<file path="src/rtl/rcmt_pkg.sv">
// Shared types and constants for the RGBA color matrix transform.
`default_nettype none
package rcmt_pkg;

  // Pixel and coefficient geometry
  localparam int CHANNELS   = 4;
  localparam int CHAN_W     = 8;
  localparam int GAIN_W     = 12;
  localparam int OFFSET_W   = 16;
  localparam int OFFSET_LSB = 48;
  localparam int ROW_W      = 64;
  localparam int CFG_IDX_W  = 8;

  // Arithmetic widths: product of a Q4.8 gain and a 9-bit signed pixel,
  // and the sum of four products plus the offset scaled to 1/256 units
  localparam int PROD_W = 21;
  localparam int SUM_W  = 23;
  localparam int SUM_MAX = 255 * 256;
  localparam int ROUND_HALF = 128;

  // Configuration register indexes
  localparam logic [CFG_IDX_W-1:0] REG_ROW_RED   = 8'd0;
  localparam logic [CFG_IDX_W-1:0] REG_ROW_GREEN = 8'd1;
  localparam logic [CFG_IDX_W-1:0] REG_ROW_BLUE  = 8'd2;
  localparam logic [CFG_IDX_W-1:0] REG_ROW_ALPHA = 8'd3;

  // Identity rows after reset
  localparam logic [ROW_W-1:0] RST_ROW_RED   = 64'd256;
  localparam logic [ROW_W-1:0] RST_ROW_GREEN = 64'd256 << 12;
  localparam logic [ROW_W-1:0] RST_ROW_BLUE  = 64'd256 << 24;
  localparam logic [ROW_W-1:0] RST_ROW_ALPHA = 64'd256 << 36;

  typedef logic [CHANNELS-1:0][CHAN_W-1:0] chan_vec_t;

  typedef struct packed {
    logic [CHAN_W-1:0] red_in;
    logic [CHAN_W-1:0] green_in;
    logic [CHAN_W-1:0] blue_in;
    logic [CHAN_W-1:0] alpha_in;
  } in_pixel_t;

  typedef struct packed {
    logic [CHAN_W-1:0] red_out;
    logic [CHAN_W-1:0] green_out;
    logic [CHAN_W-1:0] blue_out;
    logic [CHAN_W-1:0] alpha_out;
  } out_pixel_t;

  typedef struct packed {
    logic [CFG_IDX_W-1:0] index;
    logic [ROW_W-1:0]     wdata;
  } cfg_write_t;

endpackage
`default_nettype wire

</file>
<file path="src/rtl/rcmt_if.sv">
// Stream and configuration channel interfaces for the color matrix transform.
`default_nettype none


interface rcmt_out_if;
  logic                 valid;
  logic                 ready;
  rcmt_pkg::out_pixel_t data;
  modport source (output valid, output data, input ready);
  modport sink   (input valid, input data, output ready);
endinterface

`default_nettype wire

</file>
<file path="src/rtl/rcmt_merge.sv">
// Gathers the four lane results into one pixel; output register plus skid.
`default_nettype none
module rcmt_merge (
  input  wire logic                clk,
  input  wire logic                rst_n,
  input  wire logic                lane_valid,
  input  wire rcmt_pkg::chan_vec_t lane_res,
  output logic                     accept_ok,
  rcmt_out_if.source               out_ch
);

  rcmt_pkg::out_pixel_t pix_in;
  rcmt_pkg::out_pixel_t out_data_r;
  rcmt_pkg::out_pixel_t skid_data_r;
  logic out_valid_r, out_valid_nxt;
  logic skid_valid_r, skid_valid_nxt;
  logic out_take;

  // Pack lane bytes into the result item
  assign pix_in.red_out   = lane_res[0];
  assign pix_in.green_out = lane_res[1];
  assign pix_in.blue_out  = lane_res[2];
  assign pix_in.alpha_out = lane_res[3];

  // Output register is free when empty or being taken this cycle
  assign out_take = !out_valid_r || out_ch.ready;

  always_comb begin
    out_valid_nxt  = out_valid_r;
    skid_valid_nxt = skid_valid_r;
    if (skid_valid_r) begin
      if (out_ch.ready) begin
        out_valid_nxt  = 1'b1;
        skid_valid_nxt = 1'b0;
      end
    end else if (out_take) begin
      out_valid_nxt = lane_valid;
    end else if (lane_valid) begin
      skid_valid_nxt = 1'b1;
    end
  end

  always_ff @(posedge clk) begin
    if (!rst_n) begin
      out_valid_r  <= 1'b0;
      skid_valid_r <= 1'b0;
    end else begin
      out_valid_r  <= out_valid_nxt;
      skid_valid_r <= skid_valid_nxt;
    end
  end

  // Payload moves
  always_ff @(posedge clk) begin
    if (skid_valid_r) begin
      if (out_ch.ready) begin
        out_data_r <= skid_data_r;
      end
    end else if (out_take) begin
      out_data_r <= pix_in;
    end else begin
      skid_data_r <= pix_in;
    end
  end

  // Pipeline may advance only while the skid slot is empty
  assign accept_ok    = !skid_valid_r;
  assign out_ch.valid = out_valid_r;
  assign out_ch.data  = out_data_r;

  a_skid_implies_out: assert property (@(posedge clk) disable iff (!rst_n)
    skid_valid_r |-> out_valid_r)
    else $error("skid holds an item while output register is empty");

  a_skid_holds: assert property (@(posedge clk) disable iff (!rst_n)
    skid_valid_r && !out_ch.ready |=> skid_valid_r && $stable(skid_data_r))
    else $error("skid item lost during stall");

  a_stall_fills_skid: assert property (@(posedge clk) disable iff (!rst_n)
    !skid_valid_r && out_valid_r && !out_ch.ready && lane_valid |=> skid_valid_r)
    else $error("incoming item dropped while output stalled");

endmodule
`default_nettype wire

</file>
<file path="src/flat_wrapper.sv">
// flat-port wrapper written by rule: the top's interface ports become plain ports
module rcmt_merge_flat 
  (clk, rst_n, lane_valid, lane_res, accept_ok, out_ch_valid, out_ch_data, out_ch_ready);
  rcmt_out_if out_ch_i ();
  input  wire logic clk;
  input  wire logic rst_n;
  input  wire logic lane_valid;
  input  wire rcmt_pkg::chan_vec_t lane_res;
  output logic accept_ok;
  output wire logic [$bits(out_ch_i.valid)-1:0] out_ch_valid;
  output wire logic [$bits(out_ch_i.data)-1:0] out_ch_data;
  input wire logic [$bits(out_ch_i.ready)-1:0] out_ch_ready;
  assign out_ch_valid = out_ch_i.valid;
  assign out_ch_data = out_ch_i.data;
  assign out_ch_i.ready = out_ch_ready;
  rcmt_merge u_core (.clk(clk), .rst_n(rst_n), .lane_valid(lane_valid), .lane_res(lane_res), .accept_ok(accept_ok), .out_ch(out_ch_i));
endmodule
</file>
<file path="config.mk">
export PLATFORM = sky130hd
export DESIGN_NAME = rcmt_merge_flat
export DESIGN_NICKNAME = d
export VERILOG_FILES = /design/src/rtl/rcmt_pkg.sv /design/src/rtl/rcmt_if.sv /design/src/rtl/rcmt_merge.sv /design/src/flat_wrapper.sv
export SDC_FILE = /design/constraint.sdc
export NUM_CORES = 1
export LEC_CHECK = 0
export ABC_AREA = 1
export ABC_CLOCK_PERIOD_IN_PS = 4500
export BUFFER_PORTS_ARGS = -buffer_cell sky130_fd_sc_hd__buf_2
export CORE_MARGIN = 2
export CORE_UTILIZATION = 55
export CTS_BUF_LIST = sky130_fd_sc_hd__clkbuf_8 sky130_fd_sc_hd__clkbuf_16
export CTS_CLUSTER_DIAMETER = 100
export DETAILED_ROUTE_END_ITERATION = 16
export PLACE_DENSITY = 0.84
export SETUP_SLACK_MARGIN = 0.05
export SLEW_MARGIN = 20
export SYNTH_ARGS = -nofsm -noshare
export SYNTH_HDL_FRONTEND = slang
export SYNTH_SLANG_ARGS = --single-unit
</file>
<file path="constraint.sdc">
create_clock -name clk -period 4.5 [get_ports clk]
set_input_delay 0.225 -clock clk [delete_from_list [all_inputs] [get_ports clk]]
set_output_delay 0.225 -clock clk [all_outputs]
set_load 0.01 [all_outputs]
</file>
# After elaboration in Yosys (flattened, before gate mapping)

Index checks and enable logic that the tools add are counted.

Register bits after elaboration: 66
Logic and storage cells: 29
Input bits: 36

Bitwise operators: 2
Multiplexer cells: 10
Equality and inequality tests: 1
Reductions and logical operators: 6

Operators by type and width:

| cell                                          | number |
|---|---|
| 32-bit two-way mux                            | 3 |
| 1-bit two-way mux                             | 7 |
| 2-bit AND reduction                           | 2 |
| 1-bit zero test                               | 2 |
| 2-bit inequality test (second input constant) | 1 |
| 1-bit NOT                                     | 2 |
| 2-bit nonzero test                            | 1 |
| 1-bit logical OR                              | 1 |

# Logic depth before layout (Yosys ltp)

Depth after elaboration: 4
Mapped depth: 5
Gate-level depth less buffers: 5

# Worst setup path before layout

OpenSTA, ideal clock, no wires.

Path kind: register -> register
Start: register u_core.skid_valid_r
End: register u_core.skid_data_r[0] (netlist name), enable pin
Arrival time: 1952 ps
Slack: 2127 ps
Clock period less this slack: 2373 ps
Stages on the path, launching flop included: 4
Setup time: 421 ps
Data required time: 4079 ps
Path through: dfxtp_1 > buf_6 > buf_4 > nor2_1

Word-level cells in the longest chain between the ends: 2

Ends and longest elaborated chain:

| what                          | line             | text |
|---|---|---|
| start: declaration            | rcmt_merge.sv:16 | `logic skid_valid_r, skid_valid_nxt;` |
| start signal: assignment      | rcmt_merge.sv:49 | `skid_valid_r <= skid_valid_nxt;` |
| 1-bit NOT (no line)           | -                |  |
| 2-bit AND reduction (no line) | -                |  |
| end signal: assignment        | rcmt_merge.sv:62 | `skid_data_r <= pix_in;` |
| end: declaration              | rcmt_merge.sv:14 | `rcmt_pkg::out_pixel_t skid_data_r;` |

No other way between the ends.
A chain may end at the register's enable or synchronous reset.

# Final worst setup path

Start: register u_core.skid_valid_r
End: register u_core.skid_data_r[11] (netlist name), enable pin

The elaborated chain is that of the path after synthesis.

==> metrics.txt <==
# TYPE chip_impl_metric gauge
chip_impl_metric{name="post_drt_via_cell_ratio",unit=""} 4.82
chip_impl_metric{name="row_count",unit=""} 24
chip_impl_metric{name="async_reset_ff_share",unit="%"} 0
chip_impl_metric{name="drt_pass1_iterations",unit=""} 5
chip_impl_metric{name="power.static_leakage",unit="nW"} 1.38
chip_impl_info{name="tritoncts",value="done"} 1
chip_impl_metric{name="post_cts_hold_buffer_count",unit=""} 0
chip_impl_info{name="top_flip_flop_cell_by_instance_count_after_synthesis",value="sky130_fd_sc_hd__edfxtp_1"} 1
chip_impl_metric{name="finalSetupTns",unit="ns"} 0
chip_impl_metric{name="synth_seq_area_share",unit="%"} 79.1
chip_impl_metric{name="synth-edff-count",unit=""} 64
chip_impl_metric{name="period_needed",unit="ns"} 1.70
chip_impl_metric{name="finish.cell_count_without_fillers",unit=""} 315
chip_impl_metric{name="gp_congestion",unit=""} 0.723
chip_impl_metric{name="antenna_found_initial",unit=""} 0
chip_impl_metric{name="die_w",unit="um"} 71.2
chip_impl_metric{name="timing.clock.skew",unit="ns"} 0.00691
chip_impl_metric{name="setup-violations-final",unit=""} 0
chip_impl_metric{name="global_route.usage.total",unit="%"} 18.1
chip_impl_metric{name="worstMarginPinSlew",unit="ns"} 0.880
chip_impl_metric{name="worst_skew_pair.late_latency",unit="ns"} 0.34
chip_impl_info{name="cp_slowest_cell",value="sky130_fd_sc_hd__nor2_4"} 1
chip_impl_info{name="synthMostInstantiatedCell",value="sky130_fd_sc_hd__nand2_1"} 1
chip_impl_metric{name="core-area",unit="um2"} 4350
chip_impl_metric{name="yosys_register_bits",unit=""} 66
chip_impl_metric{name="ys_types",unit=""} 11
chip_impl_metric{name="synth_area",unit="um2"} 2480
chip_impl_metric{name="final_layout_size_suffix_gt1_share",unit="%"} 37.3
chip_impl_info{name="hold_path_class",value="in -> reg"} 1
chip_impl_metric{name="routed_wire_length_per_instance",unit="um"} 13.4
chip_impl_metric{name="timing.final.hold_violations",unit=""} 0
chip_impl_info{name="run_status",value="finished clean"} 1
chip_impl_info{name="critical_path.startpoint_type",value="flip-flop"} 1
chip_impl_metric{name="grt_start_max_net_pins",unit=""} 35
chip_impl_metric{name="cts_resized",unit=""} 0
chip_impl_info{name="synthTopCellsByArea",value="sky130_fd_sc_hd__edfxtp_1 (77%), sky130_fd_sc_hd__nand2_1 (14%), sky130_fd_sc_hd__nand2_2 (2.5%)"} 1
chip_impl_metric{name="grt_pass1_vias",unit=""} 1415
chip_impl_metric{name="drt-total-wl",unit="um"} 4230
chip_impl_metric{name="yosys_warnings",unit=""} 0
chip_impl_metric{name="route.vias.total",unit=""} 1518
chip_impl_metric{name="max-slew-margin-rel",unit="%"} 41.2
chip_impl_metric{name="cts_made_buffers",unit=""} 9
chip_impl_metric{name="dp_cells",unit=""} 299
chip_impl_metric{name="nets",unit=""} 294
chip_impl_info{name="cp_cell_sequence",value="buf_4, nor2_4"} 1
chip_impl_metric{name="cts.clk_slew.worst_paths",unit="ns"} 0.07
chip_impl_metric{name="arrival",unit="ns"} 1.66
chip_impl_metric{name="utilization",unit="%"} 71.2
chip_impl_metric{name="grt_first_pass_wirelength",unit="um"} 6540
chip_impl_metric{name="vdd_ir_drop_max",unit="V"} 0.000241
chip_impl_metric{name="die_area",unit="um2"} 5060
chip_impl_metric{name="grt-ovfl-total",unit=""} 0
chip_impl_metric{name="post_synth_inst_count",unit=""} 184
chip_impl_info{name="netlist.top_cell.by_area",value="sky130_fd_sc_hd__edfxtp_1"} 1
chip_impl_metric{name="area_growth_syn_to_layout",unit="%"} 25.0
chip_impl_metric{name="start_util",unit="%"} 57.0
chip_impl_metric{name="dp_hpwl",unit="um"} 2630
chip_impl_metric{name="cellPowerDensity",unit="nW/um2"} 477
chip_impl_info{name="timing.critical_path.to_type",value="flip-flop"} 1
chip_impl_metric{name="max-cap-violations",unit=""} 0
chip_impl_metric{name="post-cts-setup-buffers",unit=""} 0
chip_impl_metric{name="antenna_violating_nets_post_route",unit=""} 0
chip_impl_metric{name="ios",unit=""} 70
chip_impl_metric{name="top_achievable_clock_speed",unit="MHz"} 588
chip_impl_metric{name="maxSlewViolCount",unit=""} 0
chip_impl_metric{name="drt_iter0_markers",unit=""} 102
chip_impl_metric{name="insertedDiodeCount",unit=""} 0
chip_impl_metric{name="syn-num-nets",unit=""} 220
chip_impl_metric{name="worst_ep_required_time",unit="ns"} 4.46
chip_impl_info{name="timing.setup.critical_path_class",value="reg -> reg"} 1
chip_impl_info{name="rsz0062_at_grt",value="false"} 1
chip_impl_metric{name="die_h",unit="um"} 71.2
chip_impl_info{name="most_instantiated_cells_after_synthesis",value="sky130_fd_sc_hd__nand2_1 (93), sky130_fd_sc_hd__edfxtp_1 (64), sky130_fd_sc_hd__nand2_2 (10)"} 1
chip_impl_metric{name="drc",unit=""} 0
chip_impl_metric{name="htreeDepth",unit=""} 3
chip_impl_info{name="clockRootBuffer",value="sky130_fd_sc_hd__clkbuf_8"} 1
chip_impl_metric{name="crit_path_max_incr_delay",unit="ns"} 0.74
chip_impl_metric{name="yosysTopAreaCellShare",unit="%"} 77.5
chip_impl_metric{name="average_cell_area_after_synthesis",unit="um2"} 13.5
chip_impl_metric{name="path_max_fanout",unit=""} 34
chip_impl_metric{name="period_share",unit="%"} 37.8
chip_impl_metric{name="clock-sinks",unit=""} 66
chip_impl_metric{name="bufs_on_longest_clock_path",unit=""} 2
chip_impl_metric{name="port-buffer-count",unit=""} 69
-- placed cells by master, fill, tap and decap left out, types with 2 or more instances in the layout --
master,instances
sky130_fd_sc_hd__buf_2,69
sky130_fd_sc_hd__inv_1,4
sky130_fd_sc_hd__clkbuf_8,10
sky130_fd_sc_hd__dfxtp_1,2
sky130_fd_sc_hd__nand2_2,10
sky130_fd_sc_hd__nand2_1,93
sky130_fd_sc_hd__bufinv_16,4
sky130_fd_sc_hd__edfxtp_1,64
-- cells by family after synthesis --
kind of cell / Yosys count / share of synthesized area, %
buffers and inverters: 12 / 3.83
AOI/OAI and AO/OA: 1 / 0.202
and+or+nand+nor: 105 / 16.9
DFF: 66 / 79.1
-- critical path: cells and delay by family, from the launching register on --
family | cells | cell delay [ns]
buffers and inverters | 1 | 0.25
flip-flops | 1 | 0.32
AND/OR/NAND/NOR | 1 | 0.74
-- final cells by class --
class                      count  area [um2]
inverter                       5        23.8
timing repair buffer          70         353
tap                           52        65.1
sequential                    66        1960
clock buffer                  10         138
clock inverter                 6         129
multi-input combinational    106         432
fill                         315        1250
-- state kept, by name, summed over array words and instances (netlist names) --
signal	flops
u_core.out_ch.data	32
u_core.skid_data_r	32
u_core.out_ch.valid	1
u_core.skid_valid_r	1
-- worst paths after layout --
| path | from | end | slack (ns) | depth (start not counted) |
|---|---|---|---|---|
| worst min-delay path | lane_res[2] | u_core.skid_data_r[26] | 0.08 | 1 |
| worst max-delay path | u_core.skid_valid_r | u_core.skid_data_r[11] | 2.80 | 2 |
| worst min register to register | u_core.skid_data_r[18] | u_core.out_ch.data[18] | 0.52 | 2 |
| worst max register to register | u_core.skid_valid_r | u_core.skid_data_r[11] | 2.80 | 2 |
-- through the flow --
| step | setup WS [ns] | instance area (um2) | power, mW | hold WS, ns |
|---|---|---|---|---|
| 2_1_floorplan | 2.13 | 2480 | 0.792 | 0.324 |
| 3_3_place_gp | 2.69 | 2840 | 0.840 | 0.419 |
| 3_5_place_dp | 2.63 | 2840 | 0.843 | 0.420 |
| 4_1_cts | 2.66 | 3100 | 1.49 | 0.0655 |
| 5_1_grt | 2.70 | 3100 | 1.52 | 0.0678 |
| 6_report | 2.80 | 3100 | 1.48 | 0.0769 |
-- layer usage --
metal,track usage [%],up-vias,part of all wire (%)
met4,13.8,0,2.0
li1,-,761,-
met3,3.70,6,6.5
met5,0,-,0
met2,29.2,68,51
met1,21.2,683,40
-- report_power, final --
part	leakage (nW)	switching, mW	internal, mW
logic	0.597	0.0625	0.0385
registers	0.643	0.00852	0.720
clock network	0.138	0.215	0.436
Note: power is estimated with default switching activity, not from simulation.
