<file path="src/rtl/rcmt_pkg.sv">
// Shared types and constants for the RGBA color matrix transform.
`default_nettype none
package rcmt_pkg;

  // Pixel and coefficient geometry
  localparam int CHANNELS   = 4;
  localparam int CHAN_W     = 8;
  localparam int GAIN_W     = 12;
  localparam int OFFSET_W   = 16;
  localparam int OFFSET_LSB = 48;
  localparam int ROW_W      = 64;
  localparam int CFG_IDX_W  = 8;

  // Arithmetic widths: product of a Q4.8 gain and a 9-bit signed pixel,
  // and the sum of four products plus the offset scaled to 1/256 units
  localparam int PROD_W = 21;
  localparam int SUM_W  = 23;
  localparam int SUM_MAX = 255 * 256;
  localparam int ROUND_HALF = 128;

  // Configuration register indexes
  localparam logic [CFG_IDX_W-1:0] REG_ROW_RED   = 8'd0;
  localparam logic [CFG_IDX_W-1:0] REG_ROW_GREEN = 8'd1;
  localparam logic [CFG_IDX_W-1:0] REG_ROW_BLUE  = 8'd2;
  localparam logic [CFG_IDX_W-1:0] REG_ROW_ALPHA = 8'd3;

  // Identity rows after reset
  localparam logic [ROW_W-1:0] RST_ROW_RED   = 64'd256;
  localparam logic [ROW_W-1:0] RST_ROW_GREEN = 64'd256 << 12;
  localparam logic [ROW_W-1:0] RST_ROW_BLUE  = 64'd256 << 24;
  localparam logic [ROW_W-1:0] RST_ROW_ALPHA = 64'd256 << 36;

  typedef logic [CHANNELS-1:0][CHAN_W-1:0] chan_vec_t;

  typedef struct packed {
    logic [CHAN_W-1:0] red_in;
    logic [CHAN_W-1:0] green_in;
    logic [CHAN_W-1:0] blue_in;
    logic [CHAN_W-1:0] alpha_in;
  } in_pixel_t;

  typedef struct packed {
    logic [CHAN_W-1:0] red_out;
    logic [CHAN_W-1:0] green_out;
    logic [CHAN_W-1:0] blue_out;
    logic [CHAN_W-1:0] alpha_out;
  } out_pixel_t;

  typedef struct packed {
    logic [CFG_IDX_W-1:0] index;
    logic [ROW_W-1:0]     wdata;
  } cfg_write_t;

endpackage
`default_nettype wire

</file>
<file path="src/rtl/rcmt_lane.sv">
// One output channel: four gain products, offset, clamp and round.
`default_nettype none
module rcmt_lane (
  input  wire logic                                clk,
  input  wire logic                                en,
  input  wire logic [rcmt_pkg::ROW_W-1:0]          row,
  input  wire rcmt_pkg::chan_vec_t                 px,
  output logic      [rcmt_pkg::CHAN_W-1:0]         res
);

  logic signed [rcmt_pkg::PROD_W-1:0] prod_r   [rcmt_pkg::CHANNELS];
  logic signed [rcmt_pkg::PROD_W-1:0] prod_nxt [rcmt_pkg::CHANNELS];
  logic signed [rcmt_pkg::OFFSET_W-1:0] off_r;
  logic [rcmt_pkg::CHAN_W-1:0] res_r;
  logic [rcmt_pkg::CHAN_W-1:0] res_nxt;

  // Stage 1: one signed multiply per input channel
  always_comb begin
    logic signed [rcmt_pkg::PROD_W-1:0] g_ext;
    logic signed [rcmt_pkg::PROD_W-1:0] p_ext;
    for (int k = 0; k < rcmt_pkg::CHANNELS; k++) begin
      g_ext = rcmt_pkg::PROD_W'($signed(row[k*rcmt_pkg::GAIN_W +: rcmt_pkg::GAIN_W]));
      p_ext = $signed({{(rcmt_pkg::PROD_W-rcmt_pkg::CHAN_W){1'b0}}, px[k]});
      prod_nxt[k] = g_ext * p_ext;
    end
  end

  always_ff @(posedge clk) begin
    if (en) begin
      for (int k = 0; k < rcmt_pkg::CHANNELS; k++) begin
        prod_r[k] <= prod_nxt[k];
      end
      off_r <= $signed(row[rcmt_pkg::OFFSET_LSB +: rcmt_pkg::OFFSET_W]);
    end
  end

  // Stage 2: sum in 1/256 units, clamp to [0, 255*256], round half up
  always_comb begin
    logic signed [rcmt_pkg::SUM_W-1:0] sum;
    logic [rcmt_pkg::CHAN_W:0]         rnd;
    sum = rcmt_pkg::SUM_W'($signed({off_r, 4'b0000}));
    for (int k = 0; k < rcmt_pkg::CHANNELS; k++) begin
      sum = sum + rcmt_pkg::SUM_W'(prod_r[k]);
    end
    rnd = 9'(({1'b0, sum[15:0]} + 17'(rcmt_pkg::ROUND_HALF)) >> 8);
    if (sum < 0) begin
      res_nxt = '0;
    end else if (sum > rcmt_pkg::SUM_W'(rcmt_pkg::SUM_MAX)) begin
      res_nxt = '1;
    end else begin
      res_nxt = rnd[rcmt_pkg::CHAN_W-1:0];
    end
  end

  always_ff @(posedge clk) begin
    if (en) begin
      res_r <= res_nxt;
    end
  end

  assign res = res_r;

endmodule
`default_nettype wire

</file>
<file path="config.mk">
export PLATFORM = sky130hd
export DESIGN_NAME = rcmt_lane
export DESIGN_NICKNAME = d
export VERILOG_FILES = /design/src/rtl/rcmt_pkg.sv /design/src/rtl/rcmt_lane.sv
export SDC_FILE = /design/constraint.sdc
export NUM_CORES = 1
export LEC_CHECK = 0
export ABC_AREA = 0
export CAP_MARGIN = 20
export CORE_ASPECT_RATIO = 2
export CORE_MARGIN = 2
export CORE_UTILIZATION = 40
export CTS_BUF_LIST = sky130_fd_sc_hd__clkbuf_4 sky130_fd_sc_hd__clkbuf_8 sky130_fd_sc_hd__clkbuf_16
export CTS_CLUSTER_DIAMETER = 30
export CTS_CLUSTER_SIZE = 16
export DETAILED_ROUTE_END_ITERATION = 6
export DONT_BUFFER_PORTS = 1
export GPL_TIMING_DRIVEN = 0
export PLACE_DENSITY = 0.5
export SLEW_MARGIN = 20
export SYNTH_ARGS = -nofsm -noshare
export SYNTH_HDL_FRONTEND = slang
export SYNTH_SLANG_ARGS = --single-unit
</file>
<file path="constraint.sdc">
create_clock -name clk -period 6.95 [get_ports clk]
set_clock_uncertainty 0.15 [all_clocks]
set_input_delay 1.39 -clock clk [delete_from_list [all_inputs] [get_ports clk]]
set_output_delay 1.39 -clock clk [all_outputs]
set_load 0.03 [all_outputs]
</file>
; ---- After elaboration in Yosys (flattened, before gate mapping)
; Memories as Yosys holds them, arrays and structs flattened.
; Cells that the tools add are included.
[word_totals]
ff_bits = 24
ramBits = 84
in_bits = 98
out_inout_bits = 8
elab_cells = 17
memories = 1
[mem_list]
columns = memory, words, width, rd, rd_ports_with_merged_regs, write_ports, line_no
row1 = prod_r, 4, 21, 4, 0, 4, rcmt_lane.sv:11  ; logic signed [rcmt_pkg::PROD_W-1:0] prod_r [rcmt_pkg::CHANNELS];
[classes]
addsub = 5
multipliers = 4
n_lt_le_gt_ge = 2
mux = 3
[op_table]
columns = cell, count
row1 = $mul A12 B9 Y21, 4
row2 = $add A23 B21 Y23, 2
row3 = $add A22 B21 Y23, 1
row4 = $gt A23 B17 Y1 const B, 1
row5 = $lt A23 B1 Y1 const B, 1
row6 = $add A20 B21 Y22, 1
row7 = $add A16 B8 Y16 const B, 1
row8 = $mux W8, 1
row9 = $mux W1, 2

; ---- Depth between registers and ports, before layout
; Gate-level depths: netlist of the first run.
[logic_depth]
ltp_word = 6
depth_mapped = 21
depth_no_buf = 20

; ---- Worst setup path after synthesis of the first run
; OpenSTA, ideal clock, no wires.
[synth_timing]
path_type = input to register
startpoint = in px[16] (netlist bit)
endpoint = mem prod_r[2][19] (netlist bit) (data pin)
setup_ns = 0.258
arrival_ns = 5.673
t_required_ns = 6.542
slack_ns = 0.870
cell_stages = 19
path_cell_list = clkbuf_1 nand2_1 fa_1 fa_1 inv_1 ha_1 inv_1 fa_1 inv_1 ha_1 a21o_1 a21o_1 a21oi_1 o21ai_1 a2111oi_0 nor3_1 or3_1 a21oi_1 xnor2_1
[synth_lines]
columns = item, line_no
row1 = from (decl), rcmt_lane.sv:7  ; input wire rcmt_pkg::chan_vec_t px,
row2 = to (decl), rcmt_lane.sv:11

==> impl_results.rst, run 1 <==
.. list-table::
   :header-rows: 1

   * - Metric
     - Value
   * - Total vias in the final route
     - between 10000 and 15000
   * - Grt total ovfl
     - 0
   * - Final core utilization
     - a little over two fifths
   * - Top-area cell type share of the netlist area
     - between 30 and 40%
   * - Setup crit end kind
     - register
   * - Register-to-Register Setup Slack
     - 1.61 ns
   * - Port bufs
     - 0
   * - Avg Synthesized Cell Area
     - ~9.5 um^2
   * - Hold Fails Final Rpt
     - 0
   * - Number of endpoints failing setup at the final stage
     - 0
   * - Commonest register cell after synthesis
     - edfxtp_1
   * - CTS tree
     - yes
   * - Biggest area contributors in the synthesized netlist
     - fa_1, edfxtp_1, ha_1
   * - Worst slew slack as a fraction of its limit
     - 48.0%
   * - Maximum buffer depth of the clock tree
     - 2
   * - Most common cell in the netlist
     - inv_1
   * - Number of DRC markers in iteration 0
     - just over 500
   * - Share of layout cells above drive strength 1
     - under 10%
   * - Inserted Clock Buffers
     - 9
   * - Library cell used as clock root buffer
     - clkbuf_16
   * - Clock transition at the registers of the reported paths
     - roughly 0.08 ns
   * - Antenna violations before repair
     - 10
   * - Placeable Area
     - just over 50000 um^2
   * - Routed length per placed instance
     - between 15 and 20 um
   * - Resized Gates After CTS
     - 0
   * - Wire length after detailed routing
     - 48600 um
   * - Layout overhead on the synthesized area
     - 5.54%
   * - RSZ-0062 raised after global routing
     - no
   * - Synth unique cells
     - 61
   * - Number of nets with antenna violations after detailed routing
     - 0
   * - Die area
     - approximately 53000 um^2
   * - Clk_lat worst skew
     - approximately 0.37 ns
   * - Post-route clock period utilization
     - 93.0%
   * - Routability-driven placement congestion ratio
     - roughly 0.86
   * - Cell count after synthesis
     - roughly 2200
   * - First-pass GRT wire length
     - around 80000 um
   * - Postcts setup bufs
     - 0
   * - Actual slew at the worst max-slew pin
     - around 0.77 ns
   * - GRT Overall Usage
     - between 10% and 20%
   * - Sum Neg Setup Slack
     - 0 ns
   * - Netlist area before placement
     - just over 20000 um^2
   * - Post-layout instance count excluding filler cells
     - 2843
   * - Outcome
     - finished, final reports clean
   * - Count of maximum capacitance violations
     - 0
   * - Yosys warns
     - 0
   * - F_max
     - 155 MHz
   * - Final count of pins violating max slew
     - 0
   * - Final HPWL DP
     - around 43000 um
   * - Via density per instance
     - ~4.9
   * - Largest area contributor in the netlist
     - fa_1
   * - Io pins
     - roughly 110
   * - Floorplan row count
     - ~120
   * - Depth of the worst register-to-register path
     - 17
   * - Starting density of the core
     - about 40%
   * - First-pass DRT Iterations
     - 5
   * - Largest net degree at the start of global routing
     - approximately 110
   * - Number of placed cells counting well taps
     - 2824
   * - Worst path arrival time
     - ~6.4 ns
   * - Hold buffer count at CTS
     - 0
   * - Top cells by instance count after synthesis
     - inv_1, fa_1, and2_1
   * - EDFF count, synth
     - roughly 110
   * - Required time reported for the critical path endpoint
     - ~6.9 ns
   * - Startpoint of the worst-slack reg-to-reg timing path
     - prod_r[3][2]$_DFFE_PP_
   * - Critical path peak fanout
     - 10
   * - Sequential-to-total area share from yosys stat
     - 15.8%
   * - Last element of the critical path
     - prod_r[2][19]$_DFFE_PP_
   * - Net count, final
     - approximately 2800
   * - Class of the tightest hold or removal check
     - input port to register
   * - Reg-to-Reg End
     - res[7]$_SDFFCE_PN0P_
   * - Via count of the first global-routing pass
     - 15827
   * - Sink Count
     - 108
   * - Start-to-end type of the worst setup path
     - input port to register
   * - CP startpoint kind
     - input port
   * - Die Height
     - between 300 and 400 um
   * - Share of synthesized registers carrying an async set or reset
     - 0%
   * - Final Critical Period
     - ~6.5 ns
   * - Flip-flop and latch count after synthesis
     - 108
   * - Horiz. Die Dim
     - 164 um
   * - DRC Markers
     - 0
   * - Synthesized netlist net count
     - 2834
   * - Critical Path Source
     - px[16]
   * - Number of H-tree levels
     - 3
[placed cells by master, fill, tap and decap left out, types with 7 or more instances in the layout]
| master | count |
|---|---|
| xor2_1 | 24 |
| clkbuf_16 | 9 |
| and3_1 | 12 |
| o211ai_1 | 7 |
| o21ai_0 | 31 |
| a21o_1 | 22 |
| nor2b_1 | 8 |
| a21oi_1 | 69 |
| ha_1 | 193 |
| a31oi_1 | 8 |
| clkbuf_1 | 35 |
| xnor2_1 | 67 |
| edfxtp_1 | 108 |
| nand3_1 | 22 |
| nand2_1 | 187 |
| nor3_1 | 7 |
| inv_1 | 619 |
| a21boi_0 | 8 |
| fa_1 | 373 |
| and2_1 | 251 |
| nor2_1 | 34 |
[critical path, stage by stage]
cell and delay [ns]:
clkbuf_1 0.36, nand2_1 0.18, fa_1 0.53, fa_1 0.52, inv_1 0.04, ha_1 0.26, inv_1 0.04, fa_1 0.52
inv_1 0.06, ha_1 0.27, a21o_1 0.15, a21o_1 0.19, a21oi_1 0.21, o21ai_1 0.15, a2111oi_0 0.60, nor3_1 0.16
or3_1 0.38, a21oi_1 0.18, xnor2_1 0.25
[layer usage]
| metal | global-route usage [%] | vias up | wire [um] |
|---|---|---|---|
| met5 | 0 | - | 82 |
| met4 | 7.83 | 12 | 2090 |
| met3 | 2.46 | 92 | 1450 |
| met2 | 40.1 | 206 | 29400 |
| met1 | 18.4 | 6997 | 15600 |
| li1 | - | 6558 | - |
[final cells by class]
type,instances,area [um^2]
well taps,654,818
diodes,3,7.51
plain buffers,38,153
flip-flops and latches,108,3240
clock buffers,9,225
clock inverters,7,88.8
multi-input cells,1405,14900
inverters,619,2320
fillers,5028,29200
[stage by stage]
step                      hold slack [ns]  setup WS (ns)  cell area (um^2)
after global placement               1.15         0.0582             21400
after CTS                           0.933          0.479             21700
final                               0.956          0.489             21700
after floorplan                     0.864          0.870             20600
after global routing                0.934          0.155             21700
after detailed placement             1.15         0.0967             21400
[flip-flops by register name, indices dropped and copies added (netlist names)]
register  flops
off_r        16
prod_r       84
res           8
[kinds of logic after synthesis]
| kind of cell | count (synthesis) | synth area share [%] |
|---|---|---|
| adders and majority gates | 566 | 48.0 |
| buffers and inverters | 657 | 12.0 |
| muxes | 1 | 0.0486 |
| and+or+nand+nor | 551 | 14.1 |
| DFF | 108 | 15.8 |
| xor gates and xnor gates | 91 | 3.87 |
| AOI/OAI and AO/OA | 196 | 6.21 |
[how the worst min path moves through the flow]
stage	to	cells past startpoint	slack (ns)	startpoint
2_1_floorplan	res[0]$_SDFFCE_PN0P_	4	0.86	prod_r[1][20]$_DFFE_PP_
3_3_place_gp	res[4]$_SDFFCE_PN0P_	7	1.15	prod_r[1][0]$_DFFE_PP_
3_5_place_dp	res[3]$_SDFFCE_PN0P_	7	1.15	prod_r[1][0]$_DFFE_PP_
4_1_cts	off_r[15]$_DFFE_PP_	0	0.93	row[63]
5_1_grt	off_r[1]$_DFFE_PP_	0	0.93	row[49]
6_report	off_r[3]$_DFFE_PP_	0	0.96	row[51]
Power of run 1 is left out: the tool's default activity adds up to more than one toggle a clock period on the data nets, which glitch-free logic cannot reach.
==> run 2, diff against run 1 <==
--- a/config.mk
+++ b/config.mk
@@ -15,7 +15,6 @@
 export CTS_CLUSTER_SIZE = 16
 export DETAILED_ROUTE_END_ITERATION = 6
 export DONT_BUFFER_PORTS = 1
-export GPL_TIMING_DRIVEN = 0
 export PLACE_DENSITY = 0.5
 export SLEW_MARGIN = 20
 export SYNTH_ARGS = -nofsm -noshare
==> impl_results.rst, run 2 (synthesis gave the netlist of run 1 again) <==
.. list-table::
   :header-rows: 1

   * - Metric
     - Value
   * - Outcome
     - finished, final reports clean
   * - Count of maximum capacitance violations
     - 0
   * - Highest metal layer used by the detailed router
     - met5
   * - Io pins
     - between 100 and 150
   * - Number of DRC markers in iteration 0
     - 617
   * - Met3 wire length
     - roughly 1300 um
   * - First-pass GRT wire length
     - approximately 80000 um
   * - Via density per instance
     - around 4.9
   * - Sum Neg Setup Slack
     - 0 ns
   * - Post-layout instance count excluding filler cells
     - 2804
   * - Inserted Clock Buffers
     - 9
   * - Die Height
     - ~320 um
   * - Worst slew slack as a fraction of its limit
     - roughly two fifths
   * - Sink Count
     - between 100 and 150
   * - Starting density of the core
     - between 40% and 50%
   * - First-pass DRT Iterations
     - 5
   * - DRC Markers
     - 0
   * - Startpoint of the worst-slack reg-to-reg timing path
     - off_r[2]$_DFFE_PP_
   * - Antenna violations before repair
     - 8
   * - GRT Overall Usage
     - between 10% and 20%
   * - Depth of the worst register-to-register path
     - 17
   * - Reg-to-Reg End
     - res[0]$_SDFFCE_PN0P_
   * - Clock transition at the registers of the reported paths
     - 0.08 ns
   * - F_max
     - between 150 and 200 MHz
   * - Routability-driven placement congestion ratio
     - ~0.82
   * - Worst path arrival time
     - around 5.8 ns
   * - Routed length on met2
     - 29900 um
   * - Register containing the most flip-flops in the final layout
     - prod_r
   * - Die area
     - approximately 53000 um^2
   * - Clk_lat worst skew
     - 0.38 ns
   * - CTS tree
     - yes
   * - Start-to-end type of the worst setup path
     - input port to register
   * - Pre-CTS setup slack
     - a little under 0.8 ns
   * - Largest net degree at the start of global routing
     - between 100 and 150
   * - Wire length after detailed routing
     - slightly below 50000 um
   * - Count of cells along the worst hold path
     - 0
   * - Register-to-Register Setup Slack
     - roughly 1.6 ns
   * - Actual slew at the worst max-slew pin
     - ~0.87 ns
   * - Via count of the first global-routing pass
     - between 15000 and 20000
   * - Postcts setup bufs
     - 0
   * - Resized Gates After CTS
     - 0
   * - Library cell used as clock root buffer
     - clkbuf_16
   * - Routed length per placed instance
     - 17.4 um
   * - Required time reported for the critical path endpoint
     - roughly 6.9 ns
   * - CP startpoint kind
     - input port
   * - Post-route clock period utilization
     - between 80 and 90%
   * - Metal-1 WL
     - about 16000 um
   * - Final Critical Period
     - between 5 and 6 ns
   * - Hold Fails Final Rpt
     - 0
   * - Number of endpoints failing setup at the final stage
     - 0
   * - Number of nets with antenna violations after detailed routing
     - 0
   * - Floorplan row count
     - about 120
   * - Hold Path Origin
     - row[49]
   * - Maximum buffer depth of the clock tree
     - 2
   * - Placeable Area
     - between 50000 and 60000 um^2
   * - Filler instances
     - between 5000 and 6000
   * - RSZ-0062 raised after global routing
     - no
   * - Final worst-path setup slack
     - approximately 1.2 ns
   * - Hold buffer count at CTS
     - 0
   * - Multi-input gate area
     - about 15000 um^2
   * - Capture endpoint of the worst hold path
     - off_r[1]$_DFFE_PP_
   * - Storage cell area
     - between 3000 and 4000 um^2
   * - Flip-flop count of the largest register after layout
     - 84
   * - Total vias in the final route
     - 13828
   * - Final HPWL DP
     - around 43000 um
   * - Number of H-tree levels
     - 3
   * - Net count, final
     - 2807
   * - Port bufs
     - 0
   * - Setup crit end kind
     - register
   * - Horiz. Die Dim
     - about 160 um
   * - Final count of pins violating max slew
     - 0
   * - Critical path peak fanout
     - 8
   * - Layout overhead on the synthesized area
     - 4.64%
   * - Class of the tightest hold or removal check
     - input port to register
   * - Number of placed cells counting well taps
     - 2786
   * - Grt total ovfl
     - 0
   * - Most frequent cells in the layout
     - inv_1, fa_1, and2_1
   * - Share of layout cells above drive strength 1
     - ~1.6%
   * - Most common cell after layout, fill and taps aside
     - inv_1
==> run 2: changes by cell type in the layout (fill, tap and decap cells not counted) <==
cell	before	now
buf_2	1	0
buf_6	1	0
clkbuf_1	35	0
clkbuf_2	1	0
clkbuf_4	0	2
clkinv_4	1	2
clkinv_8	3	0
clkinvlp_4	0	1
diode_2	3	2
inv_8	2	1
==> run 2: how the worst max path moves through the flow <==
stage | start | endpoint | slack [ns] | cells past startpoint
after CTS | row[29] | prod_r[2][19]$_DFFE_PP_ | 1.18 | 18
after floorplan | px[16] | prod_r[2][19]$_DFFE_PP_ | 0.87 | 19
after global placement | px[16] | prod_r[2][19]$_DFFE_PP_ | 0.86 | 15
after global routing | row[29] | prod_r[2][19]$_DFFE_PP_ | 0.87 | 18
final | row[29] | prod_r[2][19]$_DFFE_PP_ | 1.18 | 18
after detailed placement | row[29] | prod_r[2][19]$_DFFE_PP_ | 0.78 | 18
==> run 2: critical path, cell delays in order <==
cell and delay (ns):
nand2_1 0.06, fa_1 0.51, fa_1 0.52, inv_1 0.05, ha_1 0.26, inv_1 0.05, fa_1 0.52, inv_1 0.05
ha_1 0.26, a21o_1 0.16, a21o_1 0.20, a21oi_1 0.21, o21ai_1 0.15, a2111oi_0 0.56, nor3_1 0.15, or3_1 0.38
a21oi_1 0.19, xnor2_1 0.08
==> run 2: final cells by class <==
type                       instances  share of cell area [%]
antenna                            2                  0.0232
clock buffer                      11                    1.12
sequential                       108                    15.1
multi-input combinational       1405                    69.0
inverter                         619                    10.8
tap                              654                    3.80
clock inverter                     5                   0.209
==> run 2: through the flow <==
step           utilization, %  area (um^2)  hold WS, ns
6_report                 42.3        21500        0.950
5_1_grt                  42.3        21500        0.933
4_1_cts                  42.3        21500        0.935
3_5_place_dp             41.7        21300         1.21
3_3_place_gp             41.7        21300         1.18
2_1_floorplan               -        20600        0.864
==> run 2: layer usage <==
layer,GRT usage (%),vias to the layer above
met5,0,-
met2,41.0,176
li1,-,6479
met1,18.5,7091
met3,2.57,70
met4,6.24,12
Power of run 2 is left out for the same reason.
